--- config.mk ---
export PLATFORM = sky130hd
export DESIGN_NAME = magnetometer_hard_iron_compass_flat
export DESIGN_NICKNAME = d
export VERILOG_FILES = /design/src/rtl/mhic_pkg.sv /design/src/rtl/mhic_if.sv /design/src/rtl/mhic_front.sv /design/src/rtl/mhic_queue.sv /design/src/rtl/mhic_cordic.sv /design/src/rtl/magnetometer_hard_iron_compass.sv /design/src/flat_wrapper.sv
export SDC_FILE = /design/constraint.sdc
export NUM_CORES = 2
export LEC_CHECK = 0
export ABC_AREA = 1
export BUFFER_PORTS_ARGS = -buffer_cell sky130_fd_sc_hd__buf_2
export CORE_ASPECT_RATIO = 0.75
export CORE_MARGIN = 2
export CORE_UTILIZATION = 45
export CTS_CLUSTER_SIZE = 16
export DETAILED_ROUTE_END_ITERATION = 10
export PLACE_DENSITY = 0.6
export SETUP_SLACK_MARGIN = 0.15
export SLEW_MARGIN = 20
export SYNTH_ARGS = -nofsm -noshare
export SYNTH_HDL_FRONTEND = slang
export SYNTH_SLANG_ARGS = --single-unit
--- constraint.sdc ---
create_clock -name clk_i -period 9.19 [get_ports clk_i]
set_clock_uncertainty 0.1 [all_clocks]
set_input_delay 0.4595 -clock clk_i [delete_from_list [all_inputs] [get_ports clk_i]]
set_output_delay 0.4595 -clock clk_i [all_outputs]
set_load 0.05 [all_outputs]
--- src/rtl/mhic_pkg.sv ---
// Package of the hard-iron compass: request codes, back-end states, widths,
// and the CORDIC arctangent table. Depends on nothing.
package mhic_pkg;

  localparam int unsigned SAMPLE_BITS_DEF  = 16;
  localparam int unsigned CORDIC_STEPS_DEF = 16;
  localparam int          EXTREME_INIT_DEF = 2000;

  // Request queue between the front and the CORDIC back end.
  localparam int unsigned QUEUE_DEPTH = 2;

  // Arctangent table, angles in 1/16384 degree.
  localparam int unsigned TAB_LEN   = 24;
  localparam int unsigned TAB_IDX_W = 5;
  localparam int unsigned ATAN_W    = 20;

  // Angle accumulator and heading formats.
  localparam int unsigned ANG_W           = 25;
  localparam int unsigned HEAD_W          = 15;
  localparam int unsigned ANGLE_FINE_BITS = 8;
  localparam int          ANGLE_HALF_LSB  = 128;
  localparam int          HALF_TURN_64    = 11520;
  localparam int          HALF_TURN_FINE  = HALF_TURN_64 * 256;

  // Guard bits of the CORDIC vector above the scaled corrected sample.
  localparam int unsigned CORDIC_GUARD = 3;

  typedef enum logic [1:0] {
    REQ_CAL     = 2'd0,
    REQ_FINISH  = 2'd1,
    REQ_MEASURE = 2'd2,
    REQ_RESTART = 2'd3
  } req_e;

  typedef enum logic [1:0] {
    B_IDLE,
    B_ROTATE,
    B_FINISH
  } back_state_e;

  // Width of the extremes and offsets: wide enough for both the samples
  // and the signed 16-bit reset extremes.
  function automatic int unsigned ext_width(input int unsigned sample_bits);
    return (sample_bits > 16) ? sample_bits : 16;
  endfunction

  function automatic logic [ATAN_W-1:0] atan_tab(input logic [TAB_IDX_W-1:0] idx);
    logic [ATAN_W-1:0] val;
    case (idx)
      5'd0:    val = 20'd737280;
      5'd1:    val = 20'd435242;
      5'd2:    val = 20'd229970;
      5'd3:    val = 20'd116736;
      5'd4:    val = 20'd58595;
      5'd5:    val = 20'd29326;
      5'd6:    val = 20'd14667;
      5'd7:    val = 20'd7334;
      5'd8:    val = 20'd3667;
      5'd9:    val = 20'd1833;
      5'd10:   val = 20'd917;
      5'd11:   val = 20'd458;
      5'd12:   val = 20'd229;
      5'd13:   val = 20'd115;
      5'd14:   val = 20'd57;
      5'd15:   val = 20'd29;
      5'd16:   val = 20'd14;
      5'd17:   val = 20'd7;
      5'd18:   val = 20'd4;
      5'd19:   val = 20'd2;
      5'd20:   val = 20'd1;
      default: val = '0;
    endcase
    return val;
  endfunction

endpackage

--- src/rtl/mhic_if.sv ---
// Valid/ready channel interfaces for requests and results of the compass.
// Depends on mhic_pkg for the default sample width and the heading width.
interface mhic_in_if #(
  parameter int unsigned SAMPLE_BITS = mhic_pkg::SAMPLE_BITS_DEF
);
  logic                          valid;
  logic                          ready;
  logic [1:0]                    req_type;
  logic signed [SAMPLE_BITS-1:0] sample_x;
  logic signed [SAMPLE_BITS-1:0] sample_y;
  logic signed [SAMPLE_BITS-1:0] sample_z;

  modport source (output valid, req_type, sample_x, sample_y, sample_z, input ready);
  modport sink   (input valid, req_type, sample_x, sample_y, sample_z, output ready);
endinterface

interface mhic_out_if #(
  parameter int unsigned SAMPLE_BITS = mhic_pkg::SAMPLE_BITS_DEF
);
  import mhic_pkg::*;

  logic                          valid;
  logic                          ready;
  logic signed [SAMPLE_BITS:0]   corr_x;
  logic signed [SAMPLE_BITS:0]   corr_y;
  logic signed [SAMPLE_BITS:0]   corr_z;
  logic signed [HEAD_W-1:0]      heading;
  logic signed [SAMPLE_BITS-1:0] offset_x_out;
  logic signed [SAMPLE_BITS-1:0] offset_y_out;
  logic signed [SAMPLE_BITS-1:0] offset_z_out;

  modport source (
    output valid, corr_x, corr_y, corr_z, heading, offset_x_out, offset_y_out,
           offset_z_out,
    input  ready
  );
  modport sink (
    input  valid, corr_x, corr_y, corr_z, heading, offset_x_out, offset_y_out,
           offset_z_out,
    output ready
  );
endinterface

--- src/rtl/mhic_front.sv ---
// Front end of the compass: accepts requests, keeps the per-axis extremes and
// offsets, and pushes corrected samples into the queue. Depends on mhic_pkg.
module mhic_front #(
  parameter int unsigned SAMPLE_BITS  = mhic_pkg::SAMPLE_BITS_DEF,
  parameter int          EXTREME_INIT = mhic_pkg::EXTREME_INIT_DEF,
  parameter int unsigned EXT_W        = mhic_pkg::ext_width(SAMPLE_BITS)
) (
  input  logic                    clk_i,
  input  logic                    rst_ni,
  mhic_in_if.sink                 in_i,
  output logic                    push_valid_o,
  input  logic                    push_ready_i,
  output logic signed [EXT_W:0]   corr_x_o,
  output logic signed [EXT_W:0]   corr_y_o,
  output logic signed [EXT_W:0]   corr_z_o,
  output logic signed [EXT_W-1:0] off_x_o,
  output logic signed [EXT_W-1:0] off_y_o,
  output logic signed [EXT_W-1:0] off_z_o
);
  import mhic_pkg::*;

  localparam int unsigned CORR_W = EXT_W + 1;
  localparam logic signed [EXT_W-1:0] INIT_MIN = EXT_W'(EXTREME_INIT);
  localparam logic signed [EXT_W-1:0] INIT_MAX = EXT_W'(-EXTREME_INIT);

  logic signed [EXT_W-1:0]  min_q [3];
  logic signed [EXT_W-1:0]  min_d [3];
  logic signed [EXT_W-1:0]  max_q [3];
  logic signed [EXT_W-1:0]  max_d [3];
  logic signed [EXT_W-1:0]  off_q [3];
  logic signed [EXT_W-1:0]  off_d [3];
  logic signed [EXT_W-1:0]  mid   [3];
  logic signed [EXT_W-1:0]  s_ext [3];
  logic signed [CORR_W-1:0] corr  [3];
  logic                     accept;
  req_e                     req;

  assign req          = req_e'(in_i.req_type);
  assign in_i.ready   = push_ready_i;
  assign push_valid_o = in_i.valid;
  assign accept       = in_i.valid && push_ready_i;

  assign s_ext[0] = EXT_W'(in_i.sample_x);
  assign s_ext[1] = EXT_W'(in_i.sample_y);
  assign s_ext[2] = EXT_W'(in_i.sample_z);

  // Midpoint of the extremes, truncated toward zero.
  always_comb begin
    logic signed [CORR_W-1:0] sum;
    logic signed [CORR_W-1:0] sum_r;
    for (int a = 0; a < 3; a++) begin
      sum    = CORR_W'(max_q[a]) + CORR_W'(min_q[a]);
      sum_r  = sum + $signed({{EXT_W{1'b0}}, sum[CORR_W-1]});
      mid[a] = EXT_W'(sum_r >>> 1);
    end
  end

  always_comb begin
    for (int a = 0; a < 3; a++) begin
      min_d[a] = min_q[a];
      max_d[a] = max_q[a];
      off_d[a] = off_q[a];
    end
    unique case (req)
      REQ_CAL: begin
        // An axis that reads exactly zero leaves its extremes alone.
        for (int a = 0; a < 3; a++) begin
          if (s_ext[a] != '0) begin
            if (s_ext[a] < min_q[a]) min_d[a] = s_ext[a];
            if (s_ext[a] > max_q[a]) max_d[a] = s_ext[a];
          end
        end
      end
      REQ_FINISH: begin
        for (int a = 0; a < 3; a++) off_d[a] = mid[a];
      end
      REQ_RESTART: begin
        for (int a = 0; a < 3; a++) begin
          min_d[a] = INIT_MIN;
          max_d[a] = INIT_MAX;
        end
      end
      REQ_MEASURE: begin
      end
    endcase
    // Correction uses the offsets as they stand after this request.
    for (int a = 0; a < 3; a++) corr[a] = CORR_W'(s_ext[a]) - CORR_W'(off_d[a]);
  end

  always_ff @(posedge clk_i or negedge rst_ni) begin
    if (!rst_ni) begin
      for (int a = 0; a < 3; a++) begin
        min_q[a] <= INIT_MIN;
        max_q[a] <= INIT_MAX;
        off_q[a] <= '0;
      end
    end else if (accept) begin
      for (int a = 0; a < 3; a++) begin
        min_q[a] <= min_d[a];
        max_q[a] <= max_d[a];
        off_q[a] <= off_d[a];
      end
    end
  end

  assign corr_x_o = corr[0];
  assign corr_y_o = corr[1];
  assign corr_z_o = corr[2];
  assign off_x_o  = off_d[0];
  assign off_y_o  = off_d[1];
  assign off_z_o  = off_d[2];

endmodule

--- src/rtl/mhic_queue.sv ---
// Short register queue between the compass front end and the CORDIC back end.
// Depends on mhic_pkg for the default depth.
module mhic_queue #(
  parameter int unsigned WIDTH = 8,
  parameter int unsigned DEPTH = mhic_pkg::QUEUE_DEPTH
) (
  input  logic             clk_i,
  input  logic             rst_ni,
  input  logic             push_valid_i,
  output logic             push_ready_o,
  input  logic [WIDTH-1:0] push_data_i,
  output logic             pop_valid_o,
  input  logic             pop_ready_i,
  output logic [WIDTH-1:0] pop_data_o
);
  import mhic_pkg::*;

  localparam int unsigned PTR_W = $clog2(DEPTH);
  localparam int unsigned CNT_W = $clog2(DEPTH + 1);

  logic [WIDTH-1:0] mem_q [DEPTH];
  logic [PTR_W-1:0] wr_ptr_q, wr_ptr_d;
  logic [PTR_W-1:0] rd_ptr_q, rd_ptr_d;
  logic [CNT_W-1:0] cnt_q, cnt_d;
  logic             push, pop;

  assign push_ready_o = (cnt_q != CNT_W'(DEPTH));
  assign pop_valid_o  = (cnt_q != '0);
  assign pop_data_o   = mem_q[rd_ptr_q];
  assign push         = push_valid_i && push_ready_o;
  assign pop          = pop_valid_o && pop_ready_i;

  always_comb begin
    wr_ptr_d = wr_ptr_q;
    rd_ptr_d = rd_ptr_q;
    cnt_d    = cnt_q;
    if (push) wr_ptr_d = (wr_ptr_q == PTR_W'(DEPTH - 1)) ? '0 : wr_ptr_q + 1'b1;
    if (pop)  rd_ptr_d = (rd_ptr_q == PTR_W'(DEPTH - 1)) ? '0 : rd_ptr_q + 1'b1;
    if (push && !pop) cnt_d = cnt_q + 1'b1;
    if (pop && !push) cnt_d = cnt_q - 1'b1;
  end

  always_ff @(posedge clk_i or negedge rst_ni) begin
    if (!rst_ni) begin
      wr_ptr_q <= '0;
      rd_ptr_q <= '0;
      cnt_q    <= '0;
    end else begin
      wr_ptr_q <= wr_ptr_d;
      rd_ptr_q <= rd_ptr_d;
      cnt_q    <= cnt_d;
    end
  end

  always_ff @(posedge clk_i) begin
    if (push) mem_q[wr_ptr_q] <= push_data_i;
  end

endmodule

--- src/rtl/mhic_cordic.sv ---
// Back end of the compass: iterative vectoring CORDIC for the heading and the
// result register. Depends on mhic_pkg and the result channel interface.
module mhic_cordic #(
  parameter int unsigned SAMPLE_BITS  = mhic_pkg::SAMPLE_BITS_DEF,
  parameter int unsigned CORDIC_STEPS = mhic_pkg::CORDIC_STEPS_DEF,
  parameter int unsigned EXT_W        = mhic_pkg::ext_width(SAMPLE_BITS)
) (
  input  logic                    clk_i,
  input  logic                    rst_ni,
  input  logic                    pop_valid_i,
  output logic                    pop_ready_o,
  input  logic signed [EXT_W:0]   corr_x_i,
  input  logic signed [EXT_W:0]   corr_y_i,
  input  logic signed [EXT_W:0]   corr_z_i,
  input  logic signed [EXT_W-1:0] off_x_i,
  input  logic signed [EXT_W-1:0] off_y_i,
  input  logic signed [EXT_W-1:0] off_z_i,
  mhic_out_if.source              out_o
);
  import mhic_pkg::*;

  localparam int unsigned CORR_W = EXT_W + 1;
  localparam int unsigned CW     = CORR_W + ANGLE_FINE_BITS + CORDIC_GUARD;
  localparam int unsigned NSTEP  = (CORDIC_STEPS < TAB_LEN) ? CORDIC_STEPS : TAB_LEN;
  localparam int unsigned CNT_W  = $clog2(NSTEP);
  localparam logic signed [ANG_W-1:0] ANG_POS_HALF = ANG_W'(HALF_TURN_FINE);
  localparam logic signed [ANG_W-1:0] ANG_NEG_HALF = ANG_W'(-HALF_TURN_FINE);
  localparam logic signed [ANG_W-1:0] SAT_HI       = ANG_W'(HALF_TURN_64);
  localparam logic signed [ANG_W-1:0] SAT_LO       = ANG_W'(-HALF_TURN_64);
  localparam logic signed [ANG_W-1:0] RND          = ANG_W'(ANGLE_HALF_LSB);

  back_state_e state_q, state_d;

  logic signed [CW-1:0]     x_q, y_q, x_step, y_step, x_ld, y_ld, x_sc, y_sc;
  logic signed [ANG_W-1:0]  ang_q, ang_step, ang_ld, atan_v, ang_rnd, ang_sat;
  logic [CNT_W-1:0]         cnt_q;
  logic signed [CORR_W-1:0] cx_q, cy_q, cz_q;
  logic signed [EXT_W-1:0]  ox_q, oy_q, oz_q;
  logic                     out_valid_q;
  logic                     load_in, step_en, last_step, load_out;

  // Next state.
  always_comb begin
    state_d = state_q;
    unique case (state_q)
      B_IDLE:   if (pop_valid_i) state_d = B_ROTATE;
      B_ROTATE: if (last_step)   state_d = B_FINISH;
      B_FINISH: if (load_out)    state_d = B_IDLE;
      default:                   state_d = B_IDLE;
    endcase
  end

  // Control outputs of the sequencer.
  always_comb begin
    pop_ready_o = 1'b0;
    step_en     = 1'b0;
    load_out    = 1'b0;
    unique case (state_q)
      B_IDLE:   pop_ready_o = 1'b1;
      B_ROTATE: step_en     = 1'b1;
      B_FINISH: load_out    = !out_valid_q || out_o.ready;
      default: begin
      end
    endcase
  end

  assign load_in   = pop_ready_o && pop_valid_i;
  assign last_step = (cnt_q == CNT_W'(NSTEP - 1));

  // Pre-rotation into the right half plane.
  always_comb begin
    x_sc = CW'(corr_y_i) <<< ANGLE_FINE_BITS;
    y_sc = CW'(corr_x_i) <<< ANGLE_FINE_BITS;
    if (x_sc[CW-1]) begin
      x_ld   = -x_sc;
      y_ld   = -y_sc;
      ang_ld = y_sc[CW-1] ? ANG_NEG_HALF : ANG_POS_HALF;
    end else begin
      x_ld   = x_sc;
      y_ld   = y_sc;
      ang_ld = '0;
    end
  end

  // One micro-rotation; both shifts take the old vector.
  always_comb begin
    logic signed [CW-1:0] dx;
    logic signed [CW-1:0] dy;
    dx     = y_q >>> cnt_q;
    dy     = x_q >>> cnt_q;
    atan_v = ANG_W'(atan_tab(TAB_IDX_W'(cnt_q)));
    if (!y_q[CW-1] && (y_q != '0)) begin
      x_step   = x_q + dx;
      y_step   = y_q - dy;
      ang_step = ang_q + atan_v;
    end else begin
      x_step   = x_q - dx;
      y_step   = y_q + dy;
      ang_step = ang_q - atan_v;
    end
  end

  // Round to 1/64 degree and clamp to half a turn.
  always_comb begin
    ang_rnd = (ang_q + RND) >>> ANGLE_FINE_BITS;
    if (ang_rnd > SAT_HI)      ang_sat = SAT_HI;
    else if (ang_rnd < SAT_LO) ang_sat = SAT_LO;
    else                       ang_sat = ang_rnd;
  end

  always_ff @(posedge clk_i or negedge rst_ni) begin
    if (!rst_ni) begin
      state_q     <= B_IDLE;
      cnt_q       <= '0;
      out_valid_q <= 1'b0;
    end else begin
      state_q <= state_d;
      if (load_in)      cnt_q <= '0;
      else if (step_en) cnt_q <= cnt_q + 1'b1;
      if (load_out)          out_valid_q <= 1'b1;
      else if (out_o.ready)  out_valid_q <= 1'b0;
    end
  end

  always_ff @(posedge clk_i) begin
    if (load_in) begin
      x_q   <= x_ld;
      y_q   <= y_ld;
      ang_q <= ang_ld;
      cx_q  <= corr_x_i;
      cy_q  <= corr_y_i;
      cz_q  <= corr_z_i;
      ox_q  <= off_x_i;
      oy_q  <= off_y_i;
      oz_q  <= off_z_i;
    end else if (step_en) begin
      x_q   <= x_step;
      y_q   <= y_step;
      ang_q <= ang_step;
    end
    if (load_out) begin
      out_o.corr_x       <= cx_q[SAMPLE_BITS:0];
      out_o.corr_y       <= cy_q[SAMPLE_BITS:0];
      out_o.corr_z       <= cz_q[SAMPLE_BITS:0];
      out_o.heading      <= HEAD_W'(ang_sat);
      out_o.offset_x_out <= ox_q[SAMPLE_BITS-1:0];
      out_o.offset_y_out <= oy_q[SAMPLE_BITS-1:0];
      out_o.offset_z_out <= oz_q[SAMPLE_BITS-1:0];
    end
  end

  assign out_o.valid = out_valid_q;

endmodule

--- src/rtl/magnetometer_hard_iron_compass.sv ---
// Hard-iron compass: min/max calibration of a three-axis magnetometer with a
// CORDIC heading. Top level; depends on mhic_pkg, the channel interfaces,
// mhic_front, mhic_queue and mhic_cordic.
//
// Every request returns exactly one result. A calibration request widens the
// per-axis minimum and maximum (an axis that reads exactly zero is skipped),
// a finish request sets each offset to the midpoint of its extremes truncated
// toward zero, a restart request puts the extremes back to +EXTREME_INIT and
// -EXTREME_INIT while keeping the offsets, and a measure request changes
// nothing. The result carries the sample minus the offsets as they stand
// after the request, the offsets themselves, and the heading
// atan2(corr_x, corr_y) in 1/64 degree within -11520..11520. The front end
// takes a request in the cycle it arrives whenever the two-entry queue has
// room and updates the calibration state at once; the heading is then worked
// out by one shared CORDIC stage that does one micro-rotation per cycle.
// That stage sets the rate: a request occupies the back end while it is
// loaded, through its micro-rotations and while its heading is rounded into
// the result register, and the back end takes no new request before it is
// through with the last one. The result register lets the next request
// proceed while a finished result waits to be taken, and up to two more
// requests can be queued ahead of the CORDIC.
module magnetometer_hard_iron_compass #(
  parameter int unsigned SAMPLE_BITS  = mhic_pkg::SAMPLE_BITS_DEF,
  parameter int unsigned CORDIC_STEPS = mhic_pkg::CORDIC_STEPS_DEF,
  parameter int          EXTREME_INIT = mhic_pkg::EXTREME_INIT_DEF
) (
  input  logic        clk_i,
  input  logic        rst_ni,
  mhic_in_if.sink     in_i,
  mhic_out_if.source  out_o
);
  import mhic_pkg::*;

  // Extremes and offsets are at least 16 bits so the reset extremes fit
  // even for narrow samples; a corrected value needs one bit more.
  localparam int unsigned EXT_W  = ext_width(SAMPLE_BITS);
  localparam int unsigned CORR_W = EXT_W + 1;
  localparam int unsigned Q_W    = 3 * CORR_W + 3 * EXT_W;

  logic                     push_valid, push_ready;
  logic                     pop_valid, pop_ready;
  logic signed [CORR_W-1:0] f_corr_x, f_corr_y, f_corr_z;
  logic signed [EXT_W-1:0]  f_off_x, f_off_y, f_off_z;
  logic signed [CORR_W-1:0] b_corr_x, b_corr_y, b_corr_z;
  logic signed [EXT_W-1:0]  b_off_x, b_off_y, b_off_z;
  logic [Q_W-1:0]           push_data, pop_data;

  // The front end applies the request to the calibration state and forms
  // the corrected sample in the cycle the request is accepted.
  mhic_front #(
    .SAMPLE_BITS  (SAMPLE_BITS),
    .EXTREME_INIT (EXTREME_INIT),
    .EXT_W        (EXT_W)
  ) u_front (
    .clk_i        (clk_i),
    .rst_ni       (rst_ni),
    .in_i         (in_i),
    .push_valid_o (push_valid),
    .push_ready_i (push_ready),
    .corr_x_o     (f_corr_x),
    .corr_y_o     (f_corr_y),
    .corr_z_o     (f_corr_z),
    .off_x_o      (f_off_x),
    .off_y_o      (f_off_y),
    .off_z_o      (f_off_z)
  );

  assign push_data = {f_corr_x, f_corr_y, f_corr_z, f_off_x, f_off_y, f_off_z};

  // Decouples request intake from the multi-cycle heading computation.
  mhic_queue #(
    .WIDTH (Q_W),
    .DEPTH (QUEUE_DEPTH)
  ) u_queue (
    .clk_i        (clk_i),
    .rst_ni       (rst_ni),
    .push_valid_i (push_valid),
    .push_ready_o (push_ready),
    .push_data_i  (push_data),
    .pop_valid_o  (pop_valid),
    .pop_ready_i  (pop_ready),
    .pop_data_o   (pop_data)
  );

  assign {b_corr_x, b_corr_y, b_corr_z, b_off_x, b_off_y, b_off_z} = pop_data;

  // The back end runs the CORDIC and owns the result register.
  mhic_cordic #(
    .SAMPLE_BITS  (SAMPLE_BITS),
    .CORDIC_STEPS (CORDIC_STEPS),
    .EXT_W        (EXT_W)
  ) u_cordic (
    .clk_i       (clk_i),
    .rst_ni      (rst_ni),
    .pop_valid_i (pop_valid),
    .pop_ready_o (pop_ready),
    .corr_x_i    (b_corr_x),
    .corr_y_i    (b_corr_y),
    .corr_z_i    (b_corr_z),
    .off_x_i     (b_off_x),
    .off_y_i     (b_off_y),
    .off_z_i     (b_off_z),
    .out_o       (out_o)
  );

endmodule

--- src/flat_wrapper.sv ---
// flat-port wrapper written by rule: the top's interface ports become plain ports
module magnetometer_hard_iron_compass_flat import mhic_pkg::*;
#(
  parameter int unsigned SAMPLE_BITS  = mhic_pkg::SAMPLE_BITS_DEF,
  parameter int unsigned CORDIC_STEPS = mhic_pkg::CORDIC_STEPS_DEF,
  parameter int          EXTREME_INIT = mhic_pkg::EXTREME_INIT_DEF
)
  (clk_i, rst_ni, in_i_valid, in_i_req_type, in_i_sample_x, in_i_sample_y, in_i_sample_z, in_i_ready, out_o_valid, out_o_corr_x, out_o_corr_y, out_o_corr_z, out_o_heading, out_o_offset_x_out, out_o_offset_y_out, out_o_offset_z_out, out_o_ready);
  mhic_in_if #(.SAMPLE_BITS(SAMPLE_BITS)) in_i_i ();
  mhic_out_if #(.SAMPLE_BITS(SAMPLE_BITS)) out_o_i ();
  input  logic clk_i;
  input  logic rst_ni;
  input wire logic [$bits(in_i_i.valid)-1:0] in_i_valid;
  input wire logic [$bits(in_i_i.req_type)-1:0] in_i_req_type;
  input wire logic [$bits(in_i_i.sample_x)-1:0] in_i_sample_x;
  input wire logic [$bits(in_i_i.sample_y)-1:0] in_i_sample_y;
  input wire logic [$bits(in_i_i.sample_z)-1:0] in_i_sample_z;
  output wire logic [$bits(in_i_i.ready)-1:0] in_i_ready;
  output wire logic [$bits(out_o_i.valid)-1:0] out_o_valid;
  output wire logic [$bits(out_o_i.corr_x)-1:0] out_o_corr_x;
  output wire logic [$bits(out_o_i.corr_y)-1:0] out_o_corr_y;
  output wire logic [$bits(out_o_i.corr_z)-1:0] out_o_corr_z;
  output wire logic [$bits(out_o_i.heading)-1:0] out_o_heading;
  output wire logic [$bits(out_o_i.offset_x_out)-1:0] out_o_offset_x_out;
  output wire logic [$bits(out_o_i.offset_y_out)-1:0] out_o_offset_y_out;
  output wire logic [$bits(out_o_i.offset_z_out)-1:0] out_o_offset_z_out;
  input wire logic [$bits(out_o_i.ready)-1:0] out_o_ready;
  assign in_i_i.valid = in_i_valid;
  assign in_i_i.req_type = in_i_req_type;
  assign in_i_i.sample_x = in_i_sample_x;
  assign in_i_i.sample_y = in_i_sample_y;
  assign in_i_i.sample_z = in_i_sample_z;
  assign in_i_ready = in_i_i.ready;
  assign out_o_valid = out_o_i.valid;
  assign out_o_corr_x = out_o_i.corr_x;
  assign out_o_corr_y = out_o_i.corr_y;
  assign out_o_corr_z = out_o_i.corr_z;
  assign out_o_heading = out_o_i.heading;
  assign out_o_offset_x_out = out_o_i.offset_x_out;
  assign out_o_offset_y_out = out_o_i.offset_y_out;
  assign out_o_offset_z_out = out_o_i.offset_z_out;
  assign out_o_i.ready = out_o_ready;
  magnetometer_hard_iron_compass #(.SAMPLE_BITS(SAMPLE_BITS), .CORDIC_STEPS(CORDIC_STEPS), .EXTREME_INIT(EXTREME_INIT)) u_core (.clk_i(clk_i), .rst_ni(rst_ni), .in_i(in_i_i), .out_o(out_o_i));
endmodule
==> run_results.csv <==
group,metric,value,unit
global_routing,grt_pass1_wl,179,mm
logic_synthesis,ys.warnings.count,0,
clock_tree,ctsHtreeMaxLevel,3,
logic_synthesis,yosys.cell_count.top_type,"sky130_fd_sc_hd__nand2_1",
clock_tree,cts_tree,"built",
floorplan,chipHeight,267,µm
floorplan,die_width,355,µm
global_routing,grtUsageTotal,23.9,%
logic_synthesis,post-synth-top-area-cell,"sky130_fd_sc_hd__edfxtp_1",
flow_run,max_cap_viol_count,0,
finish,share_of_final_layout_standard_cells_stronger_than_drive_strength_1,9.55,%
run_status,run_status,"finished clean",
logic_synthesis,synthesis.area_per_instance,8.22,µm²
logic_synthesis,yosys_register_bits,647,
critical_path,crit_end,"u_core.u_cordic.x_q[24]$_DFFE_PP_",
finish,final_net_count,5540,
logic_synthesis,post-synth-top-area-fraction,35.5,%
placement,portBuffers,169,
critical_path,worst_path_max_delay_cell,"sky130_fd_sc_hd__dfrtp_2",
placement,hpwlAfterDp,84.4,mm
critical_path,regToRegEndpoint,"u_core.u_cordic.x_q[24]$_DFFE_PP_",
routing,route.detailed.wl_per_inst,17.6,µm
critical_path,critical_r2r_launch,"u_core.u_cordic.cnt_q[0]$_DFFE_PN0P_",
routing,first_pass_iters,6,
logic_synthesis,synthesis.nets,5405,
critical_path,r2r_cells,31,
critical_path,critical_path_start,"u_core.u_cordic.cnt_q[0]$_DFFE_PN0P_",
routing,dr.max_layer_used,"met4",
timing,setup-tns-final,0,ps
floorplan,fp.dieArea,0.0950,mm²
global_routing,grt_pass1_vias,31200,
logic_synthesis,yosys_most_used_dff,"sky130_fd_sc_hd__edfxtp_1",
logic_synthesis,synth-seq-area-share,44.9,%
routing,total_via_count_after_detailed_routing,34200,
routing,drc,0,
routing,detail_route.wirelength.met1,58.7,mm
clock_tree,cts.path.max_buffers,3,
hold_path,hp-class,"primary input to register",
clock_tree,cts-resized-gates,0,
timing,rsz0062_at_grt,"false",
timing,finalSetupViolations,0,
logic_synthesis,synth_async_sr_flop_share,24.0,%
routing,detailroute.wirelength.met2,46.0,mm
critical_path,slowest_delay,1050,ps
finish,insertedDiodeCount,0,
critical_path,timing.critical_path.mode_cell,"sky130_fd_sc_hd__nand2_1",
critical_path,rrSetupSlack,2810,ps
timing,post-route-min-period,6380,ps
routing,drt-initial-drc-count,2988,
routing,viasPerCell,5.28,
critical_path,critical_path_arrival,6650,ps
critical_path,cp.required,9460,ps
logic_synthesis,synth_enable_flop_cells,492,
critical_path,crit_path_max_fanout,69,
logic_synthesis,syn-instance-count,5068,
floorplan,rows,96,
routing,wl_met3,7.37,mm
logic_synthesis,synth_cell_count_leaders,"sky130_fd_sc_hd__nand2_1 (1,401), sky130_fd_sc_hd__inv_1 (615), sky130_fd_sc_hd__edfxtp_1 (492)",
global_routing,grt_antenna_before_repair,1,
floorplan,initial_utilization,45.5,%
logic_synthesis,synth.top_cells.by_area,"sky130_fd_sc_hd__edfxtp_1 (35%), sky130_fd_sc_hd__nand2_1 (13%), sky130_fd_sc_hd__ha_1 (8.2%), sky130_fd_sc_hd__dfrtp_1 (7.0%), sky130_fd_sc_hd__inv_1 (5.5%)",
timing,max_slew_margin,23.5,%
clock_tree,clk_pin_slew_worst_paths,70,ps
placement,gp_congestion,0.916,
routing,detail_route.wirelength,114,mm
timing,report.final.hold_viol_count,0,
finish,synthToLayoutAreaGrowth,10.8,%
timing,timing_worst_slew_pin_value,1150,ps
floorplan,floorplan.io_pins,170,
logic_synthesis,yosysUniqueCellTypes,64,
routing,final_antenna_net_count,0,
clock_tree,cts_root_buf,"sky130_fd_sc_hd__clkbuf_16",
clock_tree,clk_latency,630,ps
global_routing,grt.overflow.total,0,
clock_tree,tritoncts_num_sinks,647,
timing,crit_share_post_route,69.4,%
logic_synthesis,synth.cell_area,0.0416,mm²
clock_tree,cts-buffers-inserted,70,
critical_path,critical_path_class,"register to register",
timing,clock.fmax,157,MHz
floorplan,core-area,0.0915,mm²
critical_path,end_kind,"register",
timing,timing.final.max_slew_violations,0,
global_routing,maximum_number_of_pins_on_one_net_before_global_route_repair,86,
critical_path,critPathLaunchType,"register",
==> cell usage in the layout, fill, tap and decap left out, drive strengths merged, types with 27 or more instances in the layout <==
cell type | synthesis | final
nand2 | 1420 | 1420
nor4 | 27 | 27
o21ai | 459 | 459
nor3 | 73 | 73
a21oi | 292 | 292
dfrtp | 116 | 116
nand3 | 302 | 302
xnor2 | 48 | 48
inv | 627 | 628
nand4 | 60 | 60
nor2 | 318 | 318
edfxtp | 492 | 492
dfstp | 39 | 39
buf | 51 | 197
xor2 | 123 | 123
clkbuf | 85 | 90
or2 | 60 | 60
ha | 274 | 274
==> stage by stage <==
step | util (%) | area [µm²] | std cells | setup WS [ps] | hold WS [ps]
after floorplan | - | 41600 | 5068 | 3040 | 63.9
after global placement | 47.7 | 43700 | 6353 | 3020 | 303
after detailed placement | 47.8 | 43700 | 6354 | 2910 | 305
after CTS | 50.4 | 46100 | 6483 | 2900 | 10.9
after global routing | 50.4 | 46100 | 6483 | 2060 | 53.5
final | 50.4 | 46100 | 6483 | 2810 | 49.7
==> timing repair <==
item,CTS,global route
hold endpoints to repair,41,0
hold buffers,2,0
setup buffers,0,0
==> logic make-up (layout without fill, tap and decap cells) <==
kind of cell	Yosys count	after routing	synth area share, %
buf+inv	766	956	7.15
xor+xnor	171	171	3.60
mux	17	17	0.439
flops	647	647	44.9
simple gates	2284	2284	23.4
compound gates	900	900	11.8
fa+ha+maj	283	283	8.67
==> layer usage <==
layer | vias to the layer above | global-route usage [%]
li1 | 17300 | -
met5 | - | 0
met2 | 908 | 34.5
met1 | 16000 | 37.7
met4 | 0 | 4.90
met3 | 110 | 3.28
==> how the worst min path moves through the flow <==
| stage | endpoint | slack [ps] | from | cells after the start |
|---|---|---|---|---|
| floorplan | u_core.u_cordic.cnt_q[0]$_DFFE_PN0P_ | 60 | rst_ni | 0 |
| global placement | u_core.u_cordic.out_o.corr_x[15]$_DFFE_PP_ | 300 | u_core.u_cordic.cx_q[15]$_DFFE_PP_ | 0 |
| detailed placement | u_core.u_cordic.out_o.corr_x[2]$_DFFE_PP_ | 300 | u_core.u_cordic.cx_q[2]$_DFFE_PP_ | 0 |
| CTS | u_core.u_front.max_q[37]$_DFFE_PN1P_ | 10 | in_i_sample_x[5] | 3 |
| global route | u_core.u_front.max_q[46]$_DFFE_PN1P_ | 50 | in_i_sample_x[14] | 3 |
| finish | u_core.u_cordic.out_o.valid$_DFFE_PN0P_ | 50 | out_o_ready | 4 |
==> flip-flops by register name (all words and copies together) (netlist names), 25 cells and up <==
register and cells:
u_core.u_queue.mem_q 198, u_core.u_front.max_q 48, u_core.u_front.min_q 48, u_core.u_front.off_q 48, u_core.u_cordic.x_q 28, u_core.u_cordic.y_q 28, u_core.u_cordic.ang_q 25
==> final cells by class <==
class / count / area (µm²)
fillers: 8824 / 45400
repair buffers: 199 / 1090
clock buffers: 90 / 1920
inverters: 630 / 2370
well taps: 1225 / 1530
clock inverters: 37 / 485
flip-flops and latches: 647 / 18700
multi-input cells: 3655 / 20000
==> critical path: cells and delay by family (launching register included) <==
| kind | cells | cell delay [ps] |
|---|---|---|
| simple gates | 12 | 1670 |
| fa+ha+maj | 2 | 610 |
| buf+inv | 7 | 1070 |
| flops | 1 | 1050 |
| xor+xnor | 1 | 160 |
| compound gates | 9 | 1460 |
Power is left out: the tool's default activity adds up to more than one toggle a clock period on the data nets, which glitch-free logic cannot reach.
